<file path="src/ctsup_pkg.sv">
// Shared codes for the contactor supervisor: node states, request types, register indexes.
`default_nettype none
package ctsup_pkg;

	localparam int StateW = 3;
	localparam int ReqW   = 2;
	localparam int CfgIdxW  = 2;
	localparam int CfgDataW = 16;
	localparam int TimeW  = 32;

	typedef logic [StateW-1:0]   node_state_t;
	typedef logic [ReqW-1:0]     req_t;
	typedef logic [CfgIdxW-1:0]  cfg_idx_t;
	typedef logic [CfgDataW-1:0] timeout_t;
	typedef logic [TimeW-1:0]    time_t;

	localparam node_state_t ST_OFF          = 3'd0;
	localparam node_state_t ST_STARTING     = 3'd1;
	localparam node_state_t ST_ON           = 3'd2;
	localparam node_state_t ST_STOPPING     = 3'd3;
	localparam node_state_t ST_ERR_IDLE     = 3'd4;
	localparam node_state_t ST_ERR_START    = 3'd5;
	localparam node_state_t ST_ERR_STOPDONE = 3'd6;
	localparam node_state_t ST_ERR_STOPHOLD = 3'd7;

	localparam req_t REQ_CHECK     = 2'd0;
	localparam req_t REQ_TURN_ON   = 2'd1;
	localparam req_t REQ_TURN_OFF  = 2'd2;
	localparam req_t REQ_ALARM_OFF = 2'd3;

	localparam cfg_idx_t CFG_IS_CONTACTOR  = 2'd0;
	localparam cfg_idx_t CFG_INVERSE_LOGIC = 2'd1;
	localparam cfg_idx_t CFG_ON_TIMEOUT    = 2'd2;
	localparam cfg_idx_t CFG_OFF_TIMEOUT   = 2'd3;

	localparam timeout_t TIMEOUT_RESET = 16'd1000;

endpackage
`default_nettype wire

</file>
<file path="src/contactor_supervisor.sv">
// Contactor supervisor top level: node state machine, drive latch, timeout timer.
// The result is registered at the edge that accepts the request.
// Throughput: one request per cycle while in_stall is low; the node state update is a
// single pass of logic (one 32-bit subtract and compare) into the state and result registers.
// The result register decouples the sides: a new request is taken whenever the
// result register is empty or being taken in the same cycle.
// Reset (arst_n low, asynchronous): state off, drive 0, timer cleared, config registers at defaults.
`default_nettype none
module contactor_supervisor
	import ctsup_pkg::*;
(
	input  wire logic        clk,
	input  wire logic        arst_n,
	input  wire logic        cfg_we,
	input  wire cfg_idx_t    cfg_index,
	input  wire timeout_t    cfg_data,
	input  wire logic        in_valid,
	output logic             in_stall,
	input  wire req_t        req_type,
	input  wire logic        feedback_level,
	input  wire time_t       time_ms,
	output logic             out_valid,
	input  wire logic        out_stall,
	output node_state_t      old_state,
	output node_state_t      new_state,
	output logic             input_on,
	output logic             drive_level
);

	logic        is_contactor_q;
	logic        inverse_logic_q;
	timeout_t    on_timeout_q;
	timeout_t    off_timeout_q;

	node_state_t state_q;
	logic        drive_q;
	logic        timer_started_q;
	time_t       start_time_q;
	logic        last_input_q;

	node_state_t old_state_q;
	node_state_t new_state_q;
	logic        input_on_q;
	logic        drive_level_q;
	logic        out_valid_q;

	node_state_t nx_state;
	logic        nx_drive;
	logic        nx_timer_started;
	time_t       nx_start_time;
	logic        nx_last_input;
	logic        in_on;
	time_t       elapsed;
	logic        on_expired;
	logic        off_expired;
	logic        in_accept;

	assign in_stall  = out_valid_q & out_stall;
	assign in_accept = in_valid & ~in_stall;

	assign in_on       = feedback_level ^ inverse_logic_q;
	assign elapsed     = time_ms - start_time_q;
	assign on_expired  = elapsed > {{(TimeW-CfgDataW){1'b0}}, on_timeout_q};
	assign off_expired = elapsed > {{(TimeW-CfgDataW){1'b0}}, off_timeout_q};

	always_comb begin
		nx_state         = state_q;
		nx_drive         = drive_q;
		nx_timer_started = timer_started_q;
		nx_start_time    = start_time_q;
		nx_last_input    = last_input_q;
		if (req_type == REQ_CHECK) begin
			nx_last_input = in_on;
			if (!is_contactor_q) begin
				nx_state = in_on ? ST_ON : ST_OFF;
			end else begin
				case (state_q)
					ST_OFF: begin
						if (drive_q || in_on)
							nx_state = ST_ERR_IDLE;
					end
					ST_STARTING: begin
						if (!timer_started_q) begin
							nx_drive         = 1'b1;
							nx_timer_started = 1'b1;
							nx_start_time    = time_ms;
						end else if (on_expired) begin
							nx_state = ST_ON;
						end
						if (!(nx_drive && in_on))
							nx_state = ST_ERR_START;
					end
					ST_STOPPING: begin
						if (!timer_started_q) begin
							nx_timer_started = 1'b1;
							nx_start_time    = time_ms;
						end else if (off_expired) begin
							nx_drive = 1'b0;
							nx_state = ST_OFF;
						end
						if (nx_state == ST_OFF) begin
							if (nx_drive || in_on)
								nx_state = ST_ERR_STOPDONE;
						end else if (!(nx_drive && in_on)) begin
							nx_state = ST_ERR_STOPHOLD;
						end
					end
					default: ;
				endcase
			end
		end else if (is_contactor_q) begin
			case (req_type)
				REQ_TURN_ON: begin
					nx_timer_started = 1'b0;
					nx_state         = ST_STARTING;
				end
				REQ_TURN_OFF: begin
					nx_timer_started = 1'b0;
					nx_state         = ST_STOPPING;
				end
				default: begin
					nx_drive = 1'b0;
					nx_state = ST_OFF;
				end
			endcase
		end
	end

	always_ff @(posedge clk or negedge arst_n) begin
		if (!arst_n) begin
			is_contactor_q  <= 1'b1;
			inverse_logic_q <= 1'b0;
			on_timeout_q    <= TIMEOUT_RESET;
			off_timeout_q   <= TIMEOUT_RESET;
		end else if (cfg_we) begin
			unique case (cfg_index)
				CFG_IS_CONTACTOR:  is_contactor_q  <= cfg_data[0];
				CFG_INVERSE_LOGIC: inverse_logic_q <= cfg_data[0];
				CFG_ON_TIMEOUT:    on_timeout_q    <= cfg_data;
				CFG_OFF_TIMEOUT:   off_timeout_q   <= cfg_data;
				default: ;
			endcase
		end
	end

	always_ff @(posedge clk or negedge arst_n) begin
		if (!arst_n) begin
			state_q         <= ST_OFF;
			drive_q         <= 1'b0;
			timer_started_q <= 1'b0;
			start_time_q    <= '0;
			last_input_q    <= 1'b0;
		end else if (in_accept) begin
			state_q         <= nx_state;
			drive_q         <= nx_drive;
			timer_started_q <= nx_timer_started;
			start_time_q    <= nx_start_time;
			last_input_q    <= nx_last_input;
		end
	end

	always_ff @(posedge clk or negedge arst_n) begin
		if (!arst_n) begin
			out_valid_q <= 1'b0;
		end else if (in_accept) begin
			out_valid_q <= 1'b1;
		end else if (!out_stall) begin
			out_valid_q <= 1'b0;
		end
	end

	// result payload, held while the request waits downstream
	always_ff @(posedge clk) begin
		if (in_accept) begin
			old_state_q   <= state_q;
			new_state_q   <= nx_state;
			input_on_q    <= nx_last_input;
			drive_level_q <= nx_drive;
		end
	end

	assign out_valid   = out_valid_q;
	assign old_state   = old_state_q;
	assign new_state   = new_state_q;
	assign input_on    = input_on_q;
	assign drive_level = drive_level_q;

	a_accept_gives_result: assert property (@(posedge clk) disable iff (!arst_n)
		in_accept |=> out_valid)
		else $error("accepted request produced no result");

	a_old_state_tracks: assert property (@(posedge clk) disable iff (!arst_n)
		in_accept |=> old_state == $past(state_q))
		else $error("old_state does not match prior node state");

	a_new_state_tracks: assert property (@(posedge clk) disable iff (!arst_n)
		in_accept |=> (new_state == state_q && drive_level == drive_q))
		else $error("result disagrees with stored node state");

	a_drive_rise_from_start: assert property (@(posedge clk) disable iff (!arst_n)
		$rose(drive_q) |-> $past(state_q) == ST_STARTING)
		else $error("drive raised outside starting");

	a_sensor_follows: assert property (@(posedge clk) disable iff (!arst_n)
		(in_accept && req_type == REQ_CHECK && !is_contactor_q)
		|=> (new_state == ST_ON || new_state == ST_OFF))
		else $error("sensor node left on/off on check");

endmodule
`default_nettype wire
</file>
<file path="config.mk">
export PLATFORM = sky130hd
export DESIGN_NAME = contactor_supervisor
export DESIGN_NICKNAME = d
export VERILOG_FILES = /design/src/ctsup_pkg.sv /design/src/contactor_supervisor.sv
export SDC_FILE = /design/constraint.sdc
export NUM_CORES = 1
export LEC_CHECK = 0
export ABC_AREA = 1
export BUFFER_PORTS_ARGS = -buffer_cell sky130_fd_sc_hd__buf_2
export CORE_UTILIZATION = 60
export CTS_CLUSTER_SIZE = 14
export DETAILED_ROUTE_END_ITERATION = 10
export GPL_ROUTABILITY_DRIVEN = 0
export PLACE_DENSITY = 0.81
export SYNTH_ARGS = -nofsm -noshare
export SYNTH_HDL_FRONTEND = slang
export SYNTH_SLANG_ARGS = --single-unit
</file>
<file path="constraint.sdc">
create_clock -name clk -period 3.2 [get_ports clk]
set_input_delay 0.16 -clock clk [delete_from_list [all_inputs] [get_ports clk]]
set_output_delay 0.16 -clock clk [all_outputs]
set_load 0.005 [all_outputs]
</file>
### Word level (Yosys, flattened, before mapping)

Index checks and enable logic that the tools add are counted.

* flip-flop bits (word level): 81
* input port bits: 58
* output and inout port bits: 10
* word-level logic and storage cells: 88

* add/sub/neg operators: 1
* order comparisons: 2
* eq/ne operators: 9
* mux-type cells: 40
* bitwise operators: 5
* reductions and logical operators: 17

Operator list (number)
* $gt A32 B16 Y1: 2
* $mux W3: 15
* $sub A32 B32 Y32: 1
* $mux W1: 21
* $pmux W3 S3: 1
* $reduce_and A2 Y1: 4
* $eq A2 B2 Y1 const B: 3
* $logic_not A3 Y1: 2
* $reduce_and A5 Y1: 1
* $eq A2 B1 Y1 const B: 2
* $logic_not A2 Y1: 2
* $pmux W2 S2: 1
* $reduce_and A4 Y1: 1
* $reduce_or A2 Y1: 2
* $eq A3 B1 Y1 const B: 1
* $eq A3 B2 Y1 const B: 1
* $and A1 B1 Y1: 2
* $logic_and A1 B1 Y1: 2
* $logic_or A1 B1 Y1: 2
* $mux W2: 1
* $ne A2 B1 Y1 const B: 1
* $ne A2 B2 Y1 const B: 1
* $not A1 Y1: 2
* $pmux W1 S2: 1
* 2 further kinds: 2

### Logic depth before layout (Yosys ltp)

* depth in word-level cells: 13
* mapped depth: 29
* gate-level depth less buffers: 29

### Least setup slack after synthesis

No wires, ideal clock.

* kind: register -> register
* from: register start_time_q[6]
* to: register new_state_q[0], in the netlist new_state[0] (data pin)
* setup time: 0.261 ns
* arrival time: 2.747 ns
* required time: 2.939 ns
* slack: 0.192 ns
* stages on the path, launching flop included: 23
* path buffers: 0
* period minus slack after synthesis: 3.008 ns
* path through: dfrtp_1 inv_1 ha_1 nand2_1 inv_1 a21oi_2 nand2_2 nand2_1 nand2_2 xor2_1 ha_1 nand2_1 inv_1 nand3_1 nor3_1 a21oi_1 or2_2 nand3_1 nand3_1 nand2_1 nand3b_1 nand2_1 nand2_1

* cells in the longest elaborated chain, start to end: 13
* elaborated cells between the ends (all ways): 25
* those cells by class: add/sub (1); order compare (2); mux (19); reduce/logical (3)

RTL lines
* start, declared: line contactor_supervisor.sv:38 `time_t start_time_q;`
* start signal, assigned: line contactor_supervisor.sv:157 `start_time_q <= nx_start_time;`
* $sub A32 B32 Y32 *: line contactor_supervisor.sv:62 `assign elapsed = time_ms - start_time_q;`
* $gt A32 B16 Y1: line contactor_supervisor.sv:64 `assign off_expired = elapsed > {{(TimeW-CfgDataW){1'b0}}, off_timeout_q};`
* $mux W1: line contactor_supervisor.sv:97 `end else if (off_expired) begin`
* $mux W1: line contactor_supervisor.sv:94 `if (!timer_started_q) begin`
* $mux W1: line contactor_supervisor.sv:77 `case (state_q)`
* $mux W1: line contactor_supervisor.sv:74 `if (!is_contactor_q) begin`
* $mux W1: line contactor_supervisor.sv:72 `if (req_type == REQ_CHECK) begin`
* $logic_and A1 B1 Y1 or $logic_or A1 B1 Y1 (tied branches): line contactor_supervisor.sv:104, contactor_supervisor.sv:102
* $mux W3, on equally long branches: line contactor_supervisor.sv:104, contactor_supervisor.sv:102
* $mux W3: line contactor_supervisor.sv:101 `if (nx_state == ST_OFF) begin`
* $pmux W3 S3 *: line contactor_supervisor.sv:77
* $mux W3 *: line contactor_supervisor.sv:74
* $mux W3 *: line contactor_supervisor.sv:72
* via nx_state[0]: line contactor_supervisor.sv:47 `node_state_t nx_state;`
* end signal, assigned: line contactor_supervisor.sv:176 `new_state_q <= nx_state;`
* end, declared: line contactor_supervisor.sv:42 `node_state_t new_state_q;`

Mark *: on every way through the listed nets, which the timed path passes. The rest lies on a longest branch. The select of a mux whose other input is x is not followed.
A chain may end at the register's enable or synchronous reset.

### Worst setup path in the final report

* from: register start_time_q[11]
* to: register new_state_q[2], in the netlist new_state[2] (data pin)

The elaborated chain is that of the path after synthesis.

==> metrics.csv <==
stage;metric;value;unit
hold_path;hold_class;in -> reg;
placed_design;port_buffers;67;
finish;final_nets;1294;
worst_setup_path;r2r_setup_slack;-0.39;ns
grt;grt-busiest-layer;met2;
synth;ys_seq_area_frac;0.311;
finish;layout.cells.most_common;nand2_1;
timing;clock_skew;0.0130;ns
synth;syn_area;6710;sq um
grt;globalRouteTotalUtil;0.317;
timing;tns;-2.61;ns
timing;hold_viol;3;
die;die_area;11600;sq um
placed_design;hpwl;12700;microns
worst_setup_path;critPathMostFrequentCell;nand2_1;
drt;drt_iter0_markers;693;
timing;fmax;278;MHz
die;ios;68;
timing;hold_slack;-0.00788;ns
worst_setup_path;crit_path_start_kind;flip-flop;
cts;cts_buffers;9;
worst_setup_path;crit_fanout;4;
power;peakVddDrop;0.382;mV
worst_setup_path;cp.required;3.34;ns
grt;antenna_found_initial;0;
die;start_util;0.619;
timing;max_slew_margin;0.288;
timing;fin_crit_sh;1.12;
synth;synth.distinct_cells;45;
grt;met1_usage;0.362;
grt;grt_max_degree;74;
timing;setup_violations;8;
synth;ys.flop_type;dfrtp_1;
finish;final_cell_mix;nand2_1 (282), inv_1 (202), nor2_1 (77);
cts;clk_path_buf_depth;2;
worst_setup_path;arrival;3.73;ns
synth;ys_async_sr_fraction;0.901;
run;drv_cap;0;
timing;fin_crit;3.59;ns
placed_design;postPlaceCellArea;7590;sq um
grt;grt_pass1_vias;6538;
cts;clock_sinks;81;
die;rows;38;
synth;synth-seq-cells;81;
finish;final_area;8670;sq um
grt;global_route.usage.met3;0.0575;
grt;overflow;0;
synth;syn-num-nets;1149;
drt;detail-route-antenna-nets;0;
grt;grt_pass1_wl;28500;microns
power;power_density;760;nW/um^2
synth;syn_area_per_cell;6.54;sq um
synth;synth-edff-count;8;
worst_setup_path;path_class;reg -> reg;
cts;cts_max_level;3;
synth;syn_inst;1025;
worst_setup_path;critPathMaxStageDelay;0.41;ns
drt;num_vias;7332;
cts;cts_root_buf;clkbuf_8;
timing;layout_setup_ws;-0.392;ns
grt;grtUsageMet2;0.566;
worst_setup_path;endpoint_kind;flip-flop;
worst_setup_path;path_cells;inv_2, ha_4, nand2_2, inv_1, nand2_2, inv_1, a21oi_1, nand2_2, xor2_2, ha_1, nand3_2, nor3_2, nand2_1, o2111ai_1, nand2_1, nand3_2, nand3_1, nand2_1, clkinv_1, nand2_1, nand2_1, nand2_1, nand2_2;
timing;rsz0062_at_grt;true;
finish;fillers;733;
synth;yosys_warnings;0;
drt;wire_per_inst;16.0;microns
finish;drive_above_1_share;0.269;
power;p_leak;4.86;nW
timing;worstMarginPinSlew;1.06;ns
outcome;status;complete, but fails checks;
die;die_h;108;microns
cts;cts_tree;built;
die;design.core.area;10800;sq um
cts;clk_latency;0.38;ns
drt;via_per_inst;5.58;
worst_setup_path;slowest_stage;dfrtp_1;
drt;drt_first_pass_iters;7;
drt;finalWirelength;21100;microns
drt;route.detailed.drc;0;
finish;diodes;0;
outcome;failed_checks;negative hold slack, negative setup slack;
die;die_x;108;microns
timing;slew_viol_final;0;
finish;areaGrowthSynthToFinish;29.3;%
cts;clk_pin_slew;0.09;ns
## final timing paths
path / depth (start not counted) / end / start
worst min register to register: 2 / on_timeout_q[2]$_DFFE_PN0P_ / on_timeout_q[2]$_DFFE_PN0P_
min in group asynchronous: 2 / off_timeout_q[0]$_DFFE_PN0P_ / arst_n
worst max register to register: 23 / new_state[2]$_DFFE_PP_ / start_time_q[11]$_DFFE_PN0P_
worst min-delay path: 3 / on_timeout_q[8]$_DFFE_PN1P_ / cfg_data[8]
max in group asynchronous: 2 / start_time_q[21]$_DFFE_PN0P_ / arst_n
worst max-delay path: 23 / new_state[2]$_DFFE_PP_ / start_time_q[11]$_DFFE_PN0P_
## where the power goes
group | leakage [nW] | internal, mW | switching (mW)
clock network | 0.119 | 0.455 | 0.416
logic | 3.86 | 1.81 | 2.49
registers | 0.883 | 1.28 | 0.132
total | 4.86 | 3.55 | 3.04
## metal layers
layer | wire [microns] | share of wire
met5 | 0 | 0
met4 | 1370 | 0.065
met3 | 1610 | 0.076
met2 | 10400 | 0.49
met1 | 7730 | 0.37
## through the flow
step           std cells  setup WS, ns  utilization  total power [mW]
5_1_grt             1315        -0.563        0.800              7.00
3_3_place_gp        1275        -0.186        0.700              4.40
2_1_floorplan       1025         0.192            -              3.47
6_report            1315        -0.392        0.800              6.59
4_1_cts             1306       -0.0140        0.763              5.73
3_5_place_dp        1275        -0.219        0.700              4.48
## layout make-up
class                   instances  area, sq um  area share
clock buffers                  12          176      0.0203
clock inverters                 4         53.8     0.00621
inverters                     230          863      0.0996
multi-input cells             700         4340       0.501
flip-flops and latches         81         2080       0.240
well taps                     140          175      0.0202
repair buffers                148          973       0.112
## cell usage after synthesis, types with 2 or more instances
| master | number | area (sq um) |
|---|---|---|
| dfstp_2 | 13 | 342 |
| nand2_2 | 9 | 56.3 |
| o21ai_0 | 46 | 230 |
| nor2_2 | 6 | 37.5 |
| o21a_1 | 2 | 15.0 |
| nor2_1 | 82 | 308 |
| nand4_1 | 9 | 56.3 |
| clkinv_1 | 2 | 7.51 |
| nand3_2 | 3 | 30.0 |
| xor2_1 | 14 | 123 |
| clkbuf_1 | 12 | 45.0 |
| o21ai_1 | 2 | 10.0 |
| dfrtp_1 | 60 | 1500 |
| o2111ai_1 | 2 | 17.5 |
| ha_1 | 65 | 813 |
| inv_1 | 220 | 826 |
| and2_1 | 4 | 25.0 |
| a21oi_1 | 63 | 315 |
| nand3_1 | 45 | 225 |
| inv_2 | 8 | 30.0 |
| nand2_1 | 320 | 1200 |
| and3_1 | 2 | 12.5 |
| o211ai_1 | 2 | 15.0 |
| xnor2_1 | 2 | 17.5 |
| edfxtp_1 | 8 | 240 |
| nor3_2 | 2 | 20.0 |
| nor3_1 | 4 | 20.0 |
## worst max-delay path: cells and delay by family (launching register included)
family	cells	cell delay (ns)
AO/OA/AOI/OAI	2	0.34
XOR/XNOR	1	0.23
adder cells (fa/ha/maj)	2	0.57
buffers and inverters	4	0.33
flip-flops	1	0.41
AND/OR/NAND/NOR	14	1.47
## kinds of logic after synthesis
family | after synthesis | share of synthesized area
fa+ha+maj | 66 | 0.124
mux | 1 | 0.00168
flops | 81 | 0.311
compound gates | 125 | 0.101
xor+xnor | 16 | 0.0209
buf+inv | 244 | 0.137
simple gates | 492 | 0.305
## sequential cells by signal, indices dropped and copies added, names as in the netlist, 3 cells and up
register / flops
state_q: 3
off_timeout_q: 16
on_timeout_q: 16
new_state: 3
start_time_q: 32
old_state: 3
## repair_timing
| action | CTS | global route |
|---|---|---|
| endpoints found under the setup margin | 8 | 8 |
| resized for setup | 62 | 71 |
| hold buffers | 3 | 0 |
| buffers inserted | 12 | 9 |
| pin swaps | 20 | 40 |
| hold endpoints to repair | 62 | 0 |
No activity file was read; power rests on OpenSTA's default activity.
